**src/rtl/core/spop_pkg.sv**
```systemverilog
// Package: shared types, packet layout constants, CORDIC angle table and gain function.
`default_nettype none
package spop_pkg;

    localparam int PacketBytes = 26;
    localparam int PosSat      = 31;
    localparam int TabLen      = 24;

    // Arctangent of 2^-i in units of 2^32 per full turn.
    localparam logic [31:0] ATAN_TAB [TabLen] = '{
        32'h20000000, 32'h12E4051E, 32'h09FB385B, 32'h051111D4, 32'h028B0D43,
        32'h0145D7E1, 32'h00A2F61E, 32'h00517C55, 32'h0028BE53, 32'h00145F2F,
        32'h000A2F98, 32'h000517CC, 32'h00028BE6, 32'h000145F3, 32'h0000A2FA,
        32'h0000517D, 32'h000028BE, 32'h0000145F, 32'h00000A30, 32'h00000518,
        32'h0000028C, 32'h00000146, 32'h000000A3, 32'h00000051
    };

    typedef enum logic [2:0] {
        ST_RECV,
        ST_DIV,
        ST_HEAD,
        ST_ROT,
        ST_MUL,
        ST_DONE
    } t_state;

    // Restoring long division, evaluated at elaboration only.
    function automatic longint unsigned spop_udiv(input longint unsigned n,
                                                  input longint unsigned d);
        longint unsigned q;
        longint unsigned r;
        int i;
        q = 64'd0;
        r = 64'd0;
        for (i = 63; i >= 0; i--) begin
            r = (r << 1) | ((n >> i) & 64'd1);
            if (r >= d) begin
                r = r - d;
                q = q | (64'd1 << i);
            end
        end
        return q;
    endfunction

    // CORDIC gain in Q31, evaluated at elaboration only.
    function automatic longint unsigned spop_gain(input int steps);
        longint unsigned kk;
        longint unsigned v;
        longint unsigned r;
        longint unsigned b;
        int i;
        kk = 64'd1 << 62;
        for (i = 0; i < steps; i++) begin
            kk = kk - spop_udiv(kk, (64'd1 << (2 * i)) + 64'd1);
        end
        v = kk;
        r = 64'd0;
        b = 64'd1 << 62;
        for (i = 0; i < 32; i++) begin
            if (v >= r + b) begin
                v = v - (r + b);
                r = (r >> 1) + b;
            end else begin
                r = r >> 1;
            end
            b = b >> 2;
        end
        return r;
    endfunction

endpackage
`default_nettype wire

```
**src/rtl/core/spop_if.sv**
```systemverilog
// Interfaces: the byte input channel and the result output channel.
`default_nettype none
interface spop_rx_if;
    logic       valid;
    logic       ready;
    logic [7:0] rx_byte;
    logic       end_of_packet;

    modport source (output valid, output rx_byte, output end_of_packet, input ready);
    modport sink   (input valid, input rx_byte, input end_of_packet, output ready);
endinterface

interface spop_res_if;
    logic               valid;
    logic               ready;
    logic               status;
    logic [10:0]        contact_flags;
    logic [8:0]         motor_button_flags;
    logic [7:0]         remote_code;
    logic [7:0]         charge_status;
    logic [15:0]        battery_millivolts;
    logic signed [15:0] battery_milliamps;
    logic signed [7:0]  battery_temp;
    logic [31:0]        charge_and_capacity;
    logic signed [31:0] pose_x;
    logic signed [31:0] pose_y;
    logic signed [15:0] pose_heading;

    modport source (output valid, output status, output contact_flags,
                    output motor_button_flags, output remote_code, output charge_status,
                    output battery_millivolts, output battery_milliamps,
                    output battery_temp, output charge_and_capacity,
                    output pose_x, output pose_y, output pose_heading, input ready);
    modport sink   (input valid, input status, input contact_flags,
                    input motor_button_flags, input remote_code, input charge_status,
                    input battery_millivolts, input battery_milliamps,
                    input battery_temp, input charge_and_capacity,
                    input pose_x, input pose_y, input pose_heading, output ready);
endinterface
`default_nettype wire

```
**src/rtl/core/spop_cordic.sv**
```systemverilog
// Iterative CORDIC rotation giving cos and sin of a binary-angle heading in Q31.
`default_nettype none
module spop_cordic
    import spop_pkg::*;
#(
    parameter int STEPS = 16
) (
    input  wire                 i_clk,
    input  wire                 i_rst_n,
    input  wire                 i_start,
    input  wire  [15:0]         i_heading,
    output logic                o_done,
    output logic signed [32:0]  o_cos,
    output logic signed [32:0]  o_sin
);
    localparam int IW = $clog2(STEPS);
    localparam logic signed [32:0] KInit = 33'(spop_gain(STEPS));
    localparam logic signed [32:0] Quarter = 33'sh040000000;
    localparam logic signed [32:0] Half    = 33'sh080000000;

    logic signed [32:0] r_x, r_y, r_z;
    logic [IW-1:0]      r_i;
    logic               r_neg;
    logic               r_busy;
    logic               r_fin;
    logic               r_done;
    logic signed [32:0] r_cos, r_sin;

    logic signed [32:0] z0;
    logic signed [32:0] dx, dy, ang;

    assign z0  = {i_heading[15], i_heading, 16'b0};
    assign dx  = r_y >>> r_i;
    assign dy  = r_x >>> r_i;
    assign ang = {1'b0, ATAN_TAB[5'(r_i)]};

    always_ff @(posedge i_clk) begin
        if (!i_rst_n) begin
            r_busy <= 1'b0;
            r_fin  <= 1'b0;
            r_done <= 1'b0;
        end else begin
            r_done <= r_fin;
            r_fin  <= !i_start && r_busy && r_i == IW'(STEPS - 1);
            if (i_start) begin
                r_busy <= 1'b1;
            end else if (r_busy && r_i == IW'(STEPS - 1)) begin
                r_busy <= 1'b0;
            end
        end
    end

    always_ff @(posedge i_clk) begin
        if (i_start) begin
            r_x <= KInit;
            r_y <= '0;
            r_i <= '0;
            // Fold the angle into the right half-plane and flip the result later.
            if (z0 > Quarter) begin
                r_z   <= z0 - Half;
                r_neg <= 1'b1;
            end else if (z0 < -Quarter) begin
                r_z   <= z0 + Half;
                r_neg <= 1'b1;
            end else begin
                r_z   <= z0;
                r_neg <= 1'b0;
            end
        end else if (r_busy) begin
            if (!r_z[32]) begin
                r_x <= r_x - dx;
                r_y <= r_y + dy;
                r_z <= r_z - ang;
            end else begin
                r_x <= r_x + dx;
                r_y <= r_y - dy;
                r_z <= r_z + ang;
            end
            r_i <= r_i + 1'b1;
        end
        if (r_fin) begin
            r_cos <= r_neg ? -r_x : r_x;
            r_sin <= r_neg ? -r_y : r_y;
        end
    end

    assign o_done = r_done;
    assign o_cos  = r_cos;
    assign o_sin  = r_sin;

endmodule
`default_nettype wire

```
**src/rtl/core/sensor_packet_odometry_parser_core.sv**
```systemverilog
// Sensor packet parser with dead reckoning: takes one packet word per cycle while receiving.
// The final word starts a 31-step serial divide, a CORDIC rotation, a 16-step serial
// multiply and a load of the result, in that order, the load once the output is free.
// A packet of wrong length skips the divide, rotation and multiply and goes straight to the load.
// Synchronous active-low reset clears the byte count, the pose and the output valid.
`default_nettype none
module sensor_packet_odometry_parser_core
    import spop_pkg::*;
#(
    parameter int CORDIC_STEPS = 16
) (
    input  wire          i_clk,
    input  wire          i_rst_n,
    spop_rx_if.sink      i_rx,
    spop_res_if.source   o_res
);
    localparam logic [30:0] DivBias = 31'd540000045;
    localparam logic [15:0] DivOff  = 16'h8D80;
    localparam logic [7:0]  Divisor = 8'd90;

    t_state r_state, n_state;
    logic [4:0]         r_pos;
    logic [7:0]         r_pkt [PacketBytes];
    logic               r_bad;
    logic [15:0]        r_heading;
    logic signed [31:0] r_x, r_y;
    logic [30:0]        r_num;
    logic [6:0]         r_rem;
    logic [15:0]        r_q;
    logic [4:0]         r_cnt;
    logic [15:0]        r_dist;
    logic signed [48:0] r_mc_x, r_mc_y, r_acc_x, r_acc_y;
    logic               r_ov;

    logic rx_ready, rx_acc, out_load, cord_start, cord_done;
    logic signed [32:0] cord_cos, cord_sin;
    logic [7:0]         div_t;
    logic               div_bit;
    logic [15:0]        head_next;
    logic signed [31:0] x_next, y_next;
    logic signed [48:0] part_x, part_y;
    logic [30:0]        num0;

    spop_cordic #(.STEPS(CORDIC_STEPS)) u_cordic (
        .i_clk     (i_clk),
        .i_rst_n   (i_rst_n),
        .i_start   (cord_start),
        .i_heading (head_next),
        .o_done    (cord_done),
        .o_cos     (cord_cos),
        .o_sin     (cord_sin)
    );

    assign rx_acc = i_rx.valid && rx_ready;

    always_comb begin
        n_state = r_state;
        case (r_state)
            ST_RECV: if (rx_acc && i_rx.end_of_packet) begin
                n_state = (r_pos == 5'(PacketBytes - 1)) ? ST_DIV : ST_DONE;
            end
            ST_DIV:  if (r_cnt == 5'd30) n_state = ST_HEAD;
            ST_HEAD: n_state = ST_ROT;
            ST_ROT:  if (cord_done) n_state = ST_MUL;
            ST_MUL:  if (r_cnt == 5'd15) n_state = ST_DONE;
            ST_DONE: if (out_load) n_state = ST_RECV;
            default: n_state = ST_RECV;
        endcase
    end

    always_comb begin
        rx_ready   = 1'b0;
        out_load   = 1'b0;
        cord_start = 1'b0;
        case (r_state)
            ST_RECV: rx_ready   = 1'b1;
            ST_HEAD: cord_start = 1'b1;
            ST_DONE: out_load   = !r_ov || o_res.ready;
            default: ;
        endcase
    end

    // Numerator of the rounded degree-to-binary-angle conversion, biased positive.
    assign num0 = 31'({{15{r_pkt[14][7]}}, r_pkt[14], r_pkt[15]} << 14) + DivBias;
    assign div_t   = {r_rem, r_num[30]};
    assign div_bit = div_t >= Divisor;
    assign head_next = r_heading + r_q - DivOff;
    assign part_x  = r_dist[0] ? r_mc_x : '0;
    assign part_y  = r_dist[0] ? r_mc_y : '0;
    assign x_next  = r_x + {{6{r_acc_x[48]}}, r_acc_x[48:23]};
    assign y_next  = r_y + {{6{r_acc_y[48]}}, r_acc_y[48:23]};

    always_ff @(posedge i_clk) begin
        if (!i_rst_n) begin
            r_state   <= ST_RECV;
            r_pos     <= '0;
            r_heading <= '0;
            r_x       <= '0;
            r_y       <= '0;
            r_ov      <= 1'b0;
        end else begin
            r_state <= n_state;
            if (rx_acc) begin
                if (i_rx.end_of_packet) begin
                    r_pos <= '0;
                end else if (r_pos != 5'(PosSat)) begin
                    r_pos <= r_pos + 1'b1;
                end
            end
            if (cord_start) r_heading <= head_next;
            if (out_load && !r_bad) begin
                r_x <= x_next;
                r_y <= y_next;
            end
            if (out_load) begin
                r_ov <= 1'b1;
            end else if (o_res.ready) begin
                r_ov <= 1'b0;
            end
        end
    end

    always_ff @(posedge i_clk) begin
        if (rx_acc && r_pos < 5'(PacketBytes)) r_pkt[r_pos] <= i_rx.rx_byte;
        if (rx_acc && i_rx.end_of_packet) begin
            r_bad <= r_pos != 5'(PacketBytes - 1);
            r_num <= num0;
            r_rem <= '0;
            r_cnt <= '0;
        end
        case (r_state)
            ST_DIV: begin
                r_rem <= div_bit ? 7'(div_t - Divisor) : div_t[6:0];
                r_q   <= {r_q[14:0], div_bit};
                r_num <= {r_num[29:0], 1'b0};
                r_cnt <= r_cnt + 1'b1;
            end
            ST_ROT: if (cord_done) begin
                r_mc_x  <= 49'(cord_cos);
                r_mc_y  <= 49'(cord_sin);
                r_acc_x <= 49'sd4194304;
                r_acc_y <= 49'sd4194304;
                r_dist  <= {r_pkt[12], r_pkt[13]};
                r_cnt   <= '0;
            end
            ST_MUL: begin
                // The top bit of the distance carries negative weight.
                if (r_cnt == 5'd15) begin
                    r_acc_x <= r_acc_x - part_x;
                    r_acc_y <= r_acc_y - part_y;
                end else begin
                    r_acc_x <= r_acc_x + part_x;
                    r_acc_y <= r_acc_y + part_y;
                end
                r_mc_x <= r_mc_x <<< 1;
                r_mc_y <= r_mc_y <<< 1;
                r_dist <= {1'b0, r_dist[15:1]};
                r_cnt  <= r_cnt + 1'b1;
            end
            default: ;
        endcase
        if (out_load) begin
            o_res.status <= r_bad;
            o_res.pose_heading <= r_heading;
            o_res.pose_x <= r_bad ? r_x : x_next;
            o_res.pose_y <= r_bad ? r_y : y_next;
            if (r_bad) begin
                o_res.contact_flags       <= '0;
                o_res.motor_button_flags  <= '0;
                o_res.remote_code         <= '0;
                o_res.charge_status       <= '0;
                o_res.battery_millivolts  <= '0;
                o_res.battery_milliamps   <= '0;
                o_res.battery_temp        <= '0;
                o_res.charge_and_capacity <= '0;
            end else begin
                o_res.contact_flags <= {r_pkt[6][0], r_pkt[5][0], r_pkt[4][0], r_pkt[3][0],
                                        r_pkt[2][0], r_pkt[1][0], r_pkt[0][4:0]};
                o_res.motor_button_flags  <= {r_pkt[11][3:0], r_pkt[7][4:0]};
                o_res.remote_code         <= r_pkt[10];
                o_res.charge_status       <= r_pkt[16];
                o_res.battery_millivolts  <= {r_pkt[17], r_pkt[18]};
                o_res.battery_milliamps   <= {r_pkt[19], r_pkt[20]};
                o_res.battery_temp        <= r_pkt[21];
                o_res.charge_and_capacity <= {r_pkt[24], r_pkt[25], r_pkt[22], r_pkt[23]};
            end
        end
    end

    assign i_rx.ready  = rx_ready;
    assign o_res.valid = r_ov;

`ifndef SYNTHESIS
    a_eop_leaves_recv: assert property (@(posedge i_clk) disable iff (!i_rst_n)
        (i_rx.valid && i_rx.ready && i_rx.end_of_packet) |=> r_state != ST_RECV)
        else $error("final word did not start packet processing");
    a_load_from_done: assert property (@(posedge i_clk) disable iff (!i_rst_n)
        out_load |-> r_state == ST_DONE)
        else $error("result loaded outside the completion state");
    a_bad_keeps_pose: assert property (@(posedge i_clk) disable iff (!i_rst_n)
        (out_load && r_bad) |=> (r_x == $past(r_x) && r_y == $past(r_y)))
        else $error("pose changed on a packet of wrong length");
    a_start_once: assert property (@(posedge i_clk) disable iff (!i_rst_n)
        cord_start |=> !cord_start && r_state == ST_ROT)
        else $error("rotation started twice for one packet");
`endif

endmodule
`default_nettype wire

```
**src/flat_wrapper.sv**
```systemverilog
// flat-port wrapper written by rule: the top's interface ports become plain ports
module sensor_packet_odometry_parser_core_flat import spop_pkg::*;
#(
    parameter int CORDIC_STEPS = 16
)
  (i_clk, i_rst_n, i_rx_valid, i_rx_rx_byte, i_rx_end_of_packet, i_rx_ready, o_res_valid, o_res_status, o_res_contact_flags, o_res_motor_button_flags, o_res_remote_code, o_res_charge_status, o_res_battery_millivolts, o_res_battery_milliamps, o_res_battery_temp, o_res_charge_and_capacity, o_res_pose_x, o_res_pose_y, o_res_pose_heading, o_res_ready);
  spop_rx_if i_rx_i ();
  spop_res_if o_res_i ();
  input  wire i_clk;
  input  wire i_rst_n;
  input wire logic [$bits(i_rx_i.valid)-1:0] i_rx_valid;
  input wire logic [$bits(i_rx_i.rx_byte)-1:0] i_rx_rx_byte;
  input wire logic [$bits(i_rx_i.end_of_packet)-1:0] i_rx_end_of_packet;
  output wire logic [$bits(i_rx_i.ready)-1:0] i_rx_ready;
  output wire logic [$bits(o_res_i.valid)-1:0] o_res_valid;
  output wire logic [$bits(o_res_i.status)-1:0] o_res_status;
  output wire logic [$bits(o_res_i.contact_flags)-1:0] o_res_contact_flags;
  output wire logic [$bits(o_res_i.motor_button_flags)-1:0] o_res_motor_button_flags;
  output wire logic [$bits(o_res_i.remote_code)-1:0] o_res_remote_code;
  output wire logic [$bits(o_res_i.charge_status)-1:0] o_res_charge_status;
  output wire logic [$bits(o_res_i.battery_millivolts)-1:0] o_res_battery_millivolts;
  output wire logic [$bits(o_res_i.battery_milliamps)-1:0] o_res_battery_milliamps;
  output wire logic [$bits(o_res_i.battery_temp)-1:0] o_res_battery_temp;
  output wire logic [$bits(o_res_i.charge_and_capacity)-1:0] o_res_charge_and_capacity;
  output wire logic [$bits(o_res_i.pose_x)-1:0] o_res_pose_x;
  output wire logic [$bits(o_res_i.pose_y)-1:0] o_res_pose_y;
  output wire logic [$bits(o_res_i.pose_heading)-1:0] o_res_pose_heading;
  input wire logic [$bits(o_res_i.ready)-1:0] o_res_ready;
  assign i_rx_i.valid = i_rx_valid;
  assign i_rx_i.rx_byte = i_rx_rx_byte;
  assign i_rx_i.end_of_packet = i_rx_end_of_packet;
  assign i_rx_ready = i_rx_i.ready;
  assign o_res_valid = o_res_i.valid;
  assign o_res_status = o_res_i.status;
  assign o_res_contact_flags = o_res_i.contact_flags;
  assign o_res_motor_button_flags = o_res_i.motor_button_flags;
  assign o_res_remote_code = o_res_i.remote_code;
  assign o_res_charge_status = o_res_i.charge_status;
  assign o_res_battery_millivolts = o_res_i.battery_millivolts;
  assign o_res_battery_milliamps = o_res_i.battery_milliamps;
  assign o_res_battery_temp = o_res_i.battery_temp;
  assign o_res_charge_and_capacity = o_res_i.charge_and_capacity;
  assign o_res_pose_x = o_res_i.pose_x;
  assign o_res_pose_y = o_res_i.pose_y;
  assign o_res_pose_heading = o_res_i.pose_heading;
  assign o_res_i.ready = o_res_ready;
  sensor_packet_odometry_parser_core #(.CORDIC_STEPS(CORDIC_STEPS)) u_core (.i_clk(i_clk), .i_rst_n(i_rst_n), .i_rx(i_rx_i), .o_res(o_res_i));
endmodule
```
**config.mk**
```make
export PLATFORM = sky130hd
export DESIGN_NAME = sensor_packet_odometry_parser_core_flat
export DESIGN_NICKNAME = d
export VERILOG_FILES = /design/src/rtl/core/spop_pkg.sv /design/src/rtl/core/spop_if.sv /design/src/rtl/core/spop_cordic.sv /design/src/rtl/core/sensor_packet_odometry_parser_core.sv /design/src/flat_wrapper.sv
export SDC_FILE = /design/constraint.sdc
export NUM_CORES = 2
export LEC_CHECK = 0
export BUFFER_PORTS_ARGS = -buffer_cell sky130_fd_sc_hd__buf_2
export CAP_MARGIN = 10
export CORE_MARGIN = 2
export CORE_UTILIZATION = 40
export DETAILED_ROUTE_END_ITERATION = 12
export HOLD_SLACK_MARGIN = 0.08
export PLACE_DENSITY = 0.57
export SYNTH_ARGS = -nofsm -noshare
export SYNTH_HDL_FRONTEND = slang
export SYNTH_SLANG_ARGS = --single-unit
```
**constraint.sdc**
```tcl
create_clock -name i_clk -period 50.7 [get_ports i_clk]
set_clock_uncertainty 0.05 [all_clocks]
set_input_delay 10.14 -clock i_clk [delete_from_list [all_inputs] [get_ports i_clk]]
set_output_delay 10.14 -clock i_clk [all_outputs]
set_load 0.1 [all_outputs]
```
==> flow_summary_export.csv <==
group,metric,value,unit
timing,hold_slack,394,ps
setup_path,worst_r2r_path_depth,23,
clock_network,cts.sinks,863,
synth,ys_seq_area_frac,0.444,
setup_path,cp_max_fo,15,
timing,hold_viol,0,
clock_network,cts_tree,"done",
grt,grt_util_met2,0.303,
clock_network,insertion_delay,690,ps
run,max-cap-violations,0,
timing,setup_violations,0,
setup_path,reg2reg_slack,43410,ps
detailed_routing,wl_per_cell,17.9,µm
detailed_routing,viasPerCell,5.47,
detailed_routing,drt_wl_total,136000,µm
timing,min_period,12500,ps
final_layout,syn2layout_area_growth,10.6,%
synth,synth_common_cells,"nand2_1, edfxtp_1, nor2_1",
floorplan,die_w,373,µm
floorplan,die_area,139000,µm²
detailed_routing,dr.first_iter.drc_count,3166,
status,outcome,"complete, no violations",
timing,maxSlewViolCount,0,
floorplan,dieHeight,373,µm
grt,overflow,0,
timing,max_slew_margin,0.227,
timing,post-route-period-util,0.246,
placed_design,port_buffers,203,
grt,grt_max_degree,160,
setup_path,slowest_delay,600,ps
pwr,p_leak,23.2,nW
synth,synth.most_common_cell,"nand2_1",
synth,synth-edff-count,695,
setup_path,crit_path_end_kind,"output port",
worst_hold_path,hold_end,"u_core.r_num[0]",
synth,synth_area,54600,µm²
timing,fin_ws,38210,ps
synth,syn_nets,5987,
synth,netlist.area_leader.share,0.382,
setup_path,cpMaxStageDelayCell,"nor3_1",
synth,syn_area_per_cell,9.65,µm²
placed_design,hpwl,96200,µm
grt,antenna_found_initial,1,
setup_path,rr_endpoint,"u_core.u_cordic.r_y[32]",
setup_path,cp.required,40510,ps
final_layout,final_nets,6041,
synth,synth_top_area_cell,"edfxtp_1",
clock_network,cts_made_buffers,99,
synth,ys_ff_latch,863,
final_layout,postLayoutCellArea,60400,µm²
setup_path,cp-start-kind,"flop",
detailed_routing,first_pass_iters,6,
floorplan,coreArea,135000,µm²
clock_network,cts_setup_buffers,0,
floorplan,num_rows,135,
grt,grt_pass1_vias,39100,
synth,yosys_warnings,0,
clock_network,ctsResizeCount,0,
setup_path,crit_family,"simple AND/OR/NAND/NOR gates",
final_layout,drive_gt1_frac,0.0965,
clock_network,cts_buffer_depth,3,
placed_design,pre_cts_ws,38070,ps
synth,syn_inst,5656,
worst_hold_path,min_from,"u_core.r_num[0]",
synth,synthFlopType,"edfxtp_1",
setup_path,crit_chain,"nor3_1 > buf_2",
floorplan,start_util,0.403,
setup_path,cp_data_arrival_time,2300,ps
clock_network,clk_pin_slew,60,ps
grt,grt_pass1_wl,215000,µm
timing,max_freq,0.0800,GHz
floorplan,io_pins,204,
grt,top_usage_layer,"met2",
detailed_routing,antenna_left,0,
placed_design,placed_area,57100,µm²
setup_path,r2r-start,"u_core.u_cordic.r_i[1]",
detailed_routing,drc_errors,0,
timing,rsz0062_at_grt,"false",
grt,track_usage,0.189,
grt,use_met1,0.266,
synth,synth.area.top_cells,"edfxtp_1, ha_1, dfxtp_1",
synth,netlist-cell-type-count,88,
setup_path,path_buf_inv,1,
timing,fin_tns_setup,0,ps
clock_network,root_buffer,"clkbuf_16",
synth,synthArstFlopShare,0,
pwr,vdd_ir_drop_max,0.0569,mV
pwr,total_power,4.48,mW
clock_network,htreeDepth,3,
grt,grt_use_met3,0.0306,
pwr,power_density,74.3,nW/µm²
clock_network,hold_buffers,0,
worst_hold_path,hp-class,"flop to flop",
placed_design,gp_congestion,0.882,
timing,worst_slew_pin_slew,1160,ps
worst_hold_path,hold_depth,2,
setup_path,path_class,"flop to output port",
detailed_routing,vias,41400,
## layout make-up
cell class / instances / area, µm²
repair buffers: 250 / 1390
clock inverters: 57 / 588
diodes: 1 / 2.50
well taps: 1781 / 2230
clock buffers: 127 / 2700
multi-input cells: 4354 / 28700
fillers: 13000 / 75100
inverters: 142 / 534
flip-flops and latches: 863 / 24300
## metal layers
metal  routed length (µm)  share of wire
met5                    0              0
met4                 3390          0.025
met3                 6300          0.046
met2                61400           0.45
met1                64600           0.48
## where the power goes
part           switching [mW]  total [mW]  internal (mW)
registers               0.164        1.14          0.974
logic                    1.55        2.63           1.08
clock network           0.302       0.717          0.415
total                    2.02        4.48           2.47
## worst max-delay path by stage
stage	start	to	slack (ps)	depth (start not counted)
after floorplan	o_res_ready	o_res_battery_milliamps[0]	31840	2
after global placement	o_res_ready	u_core.o_res.pose_y[4]	38120	5
after detailed placement	o_res_ready	u_core.o_res.pose_y[4]	38070	5
after CTS	u_core.r_state[0]	i_rx_ready	38090	2
after global routing	u_core.r_state[0]	i_rx_ready	38080	2
final	u_core.r_state[0]	i_rx_ready	38210	2
## state kept, by name (all words and copies together), names as in the netlist, 49 cells and up
name / count
u_core.r_pkt: 140
u_core.r_acc_x: 49
u_core.r_acc_y: 49
u_core.r_mc_x: 49
u_core.r_mc_y: 49
## metrics by stage
stage / std cells / util
6_report: 7575 / 0.446
4_1_cts: 7574 / 0.446
5_1_grt: 7574 / 0.446
3_3_place_gp: 7390 / 0.422
2_1_floorplan: 5656 / -
3_5_place_dp: 7390 / 0.422
## worst reg2reg max path, cell delays in order (launching register included)
cell and delay, ps:
dfxtp_4 780, buf_4 700, mux4_1 730, mux4_2 580, or3_4 420, a2111oi_4 370, and3_1 230, and3_1 200
and3b_1 250, nor2b_1 210, nor2_1 70, xnor2_1 240, ha_1 320, a21o_1 230, a21o_1 180, a21o_1 180
a21oi_1 240, nor2b_1 80, a31o_2 210, a41oi_1 260, a21oi_1 160, xnor2_2 170, a211oi_1 260, a31o_1 120
## layout by cell type (no fill, tap or decap), types with 54 or more instances in the layout
cell type	Yosys	routed
dfxtp_1	168	162
edfxtp_1	695	695
nor3_1	97	96
nand2b_1	56	55
clkbuf_16	0	102
or3_1	56	55
ha_1	310	309
xnor2_1	262	262
a31oi_1	57	57
a21o_1	194	194
nand3_1	94	94
nor2_1	513	512
mux2i_1	66	66
inv_1	135	134
xor2_1	203	203
nand2_1	757	757
buf_2	21	203
mux4_2	61	61
a21oi_1	449	449
nor2b_1	162	161
a211oi_1	54	54
o21ai_0	348	345
## logic make-up after synthesis
logic type / after synthesis / share of synthesized area
simple gates: 1972 / 0.165
xor+xnor: 466 / 0.0749
flops: 863 / 0.444
buf+inv: 439 / 0.0314
compound gates: 1434 / 0.163
fa+ha+maj: 318 / 0.0740
mux: 164 / 0.0471
Power figures use the tool's default switching activity.
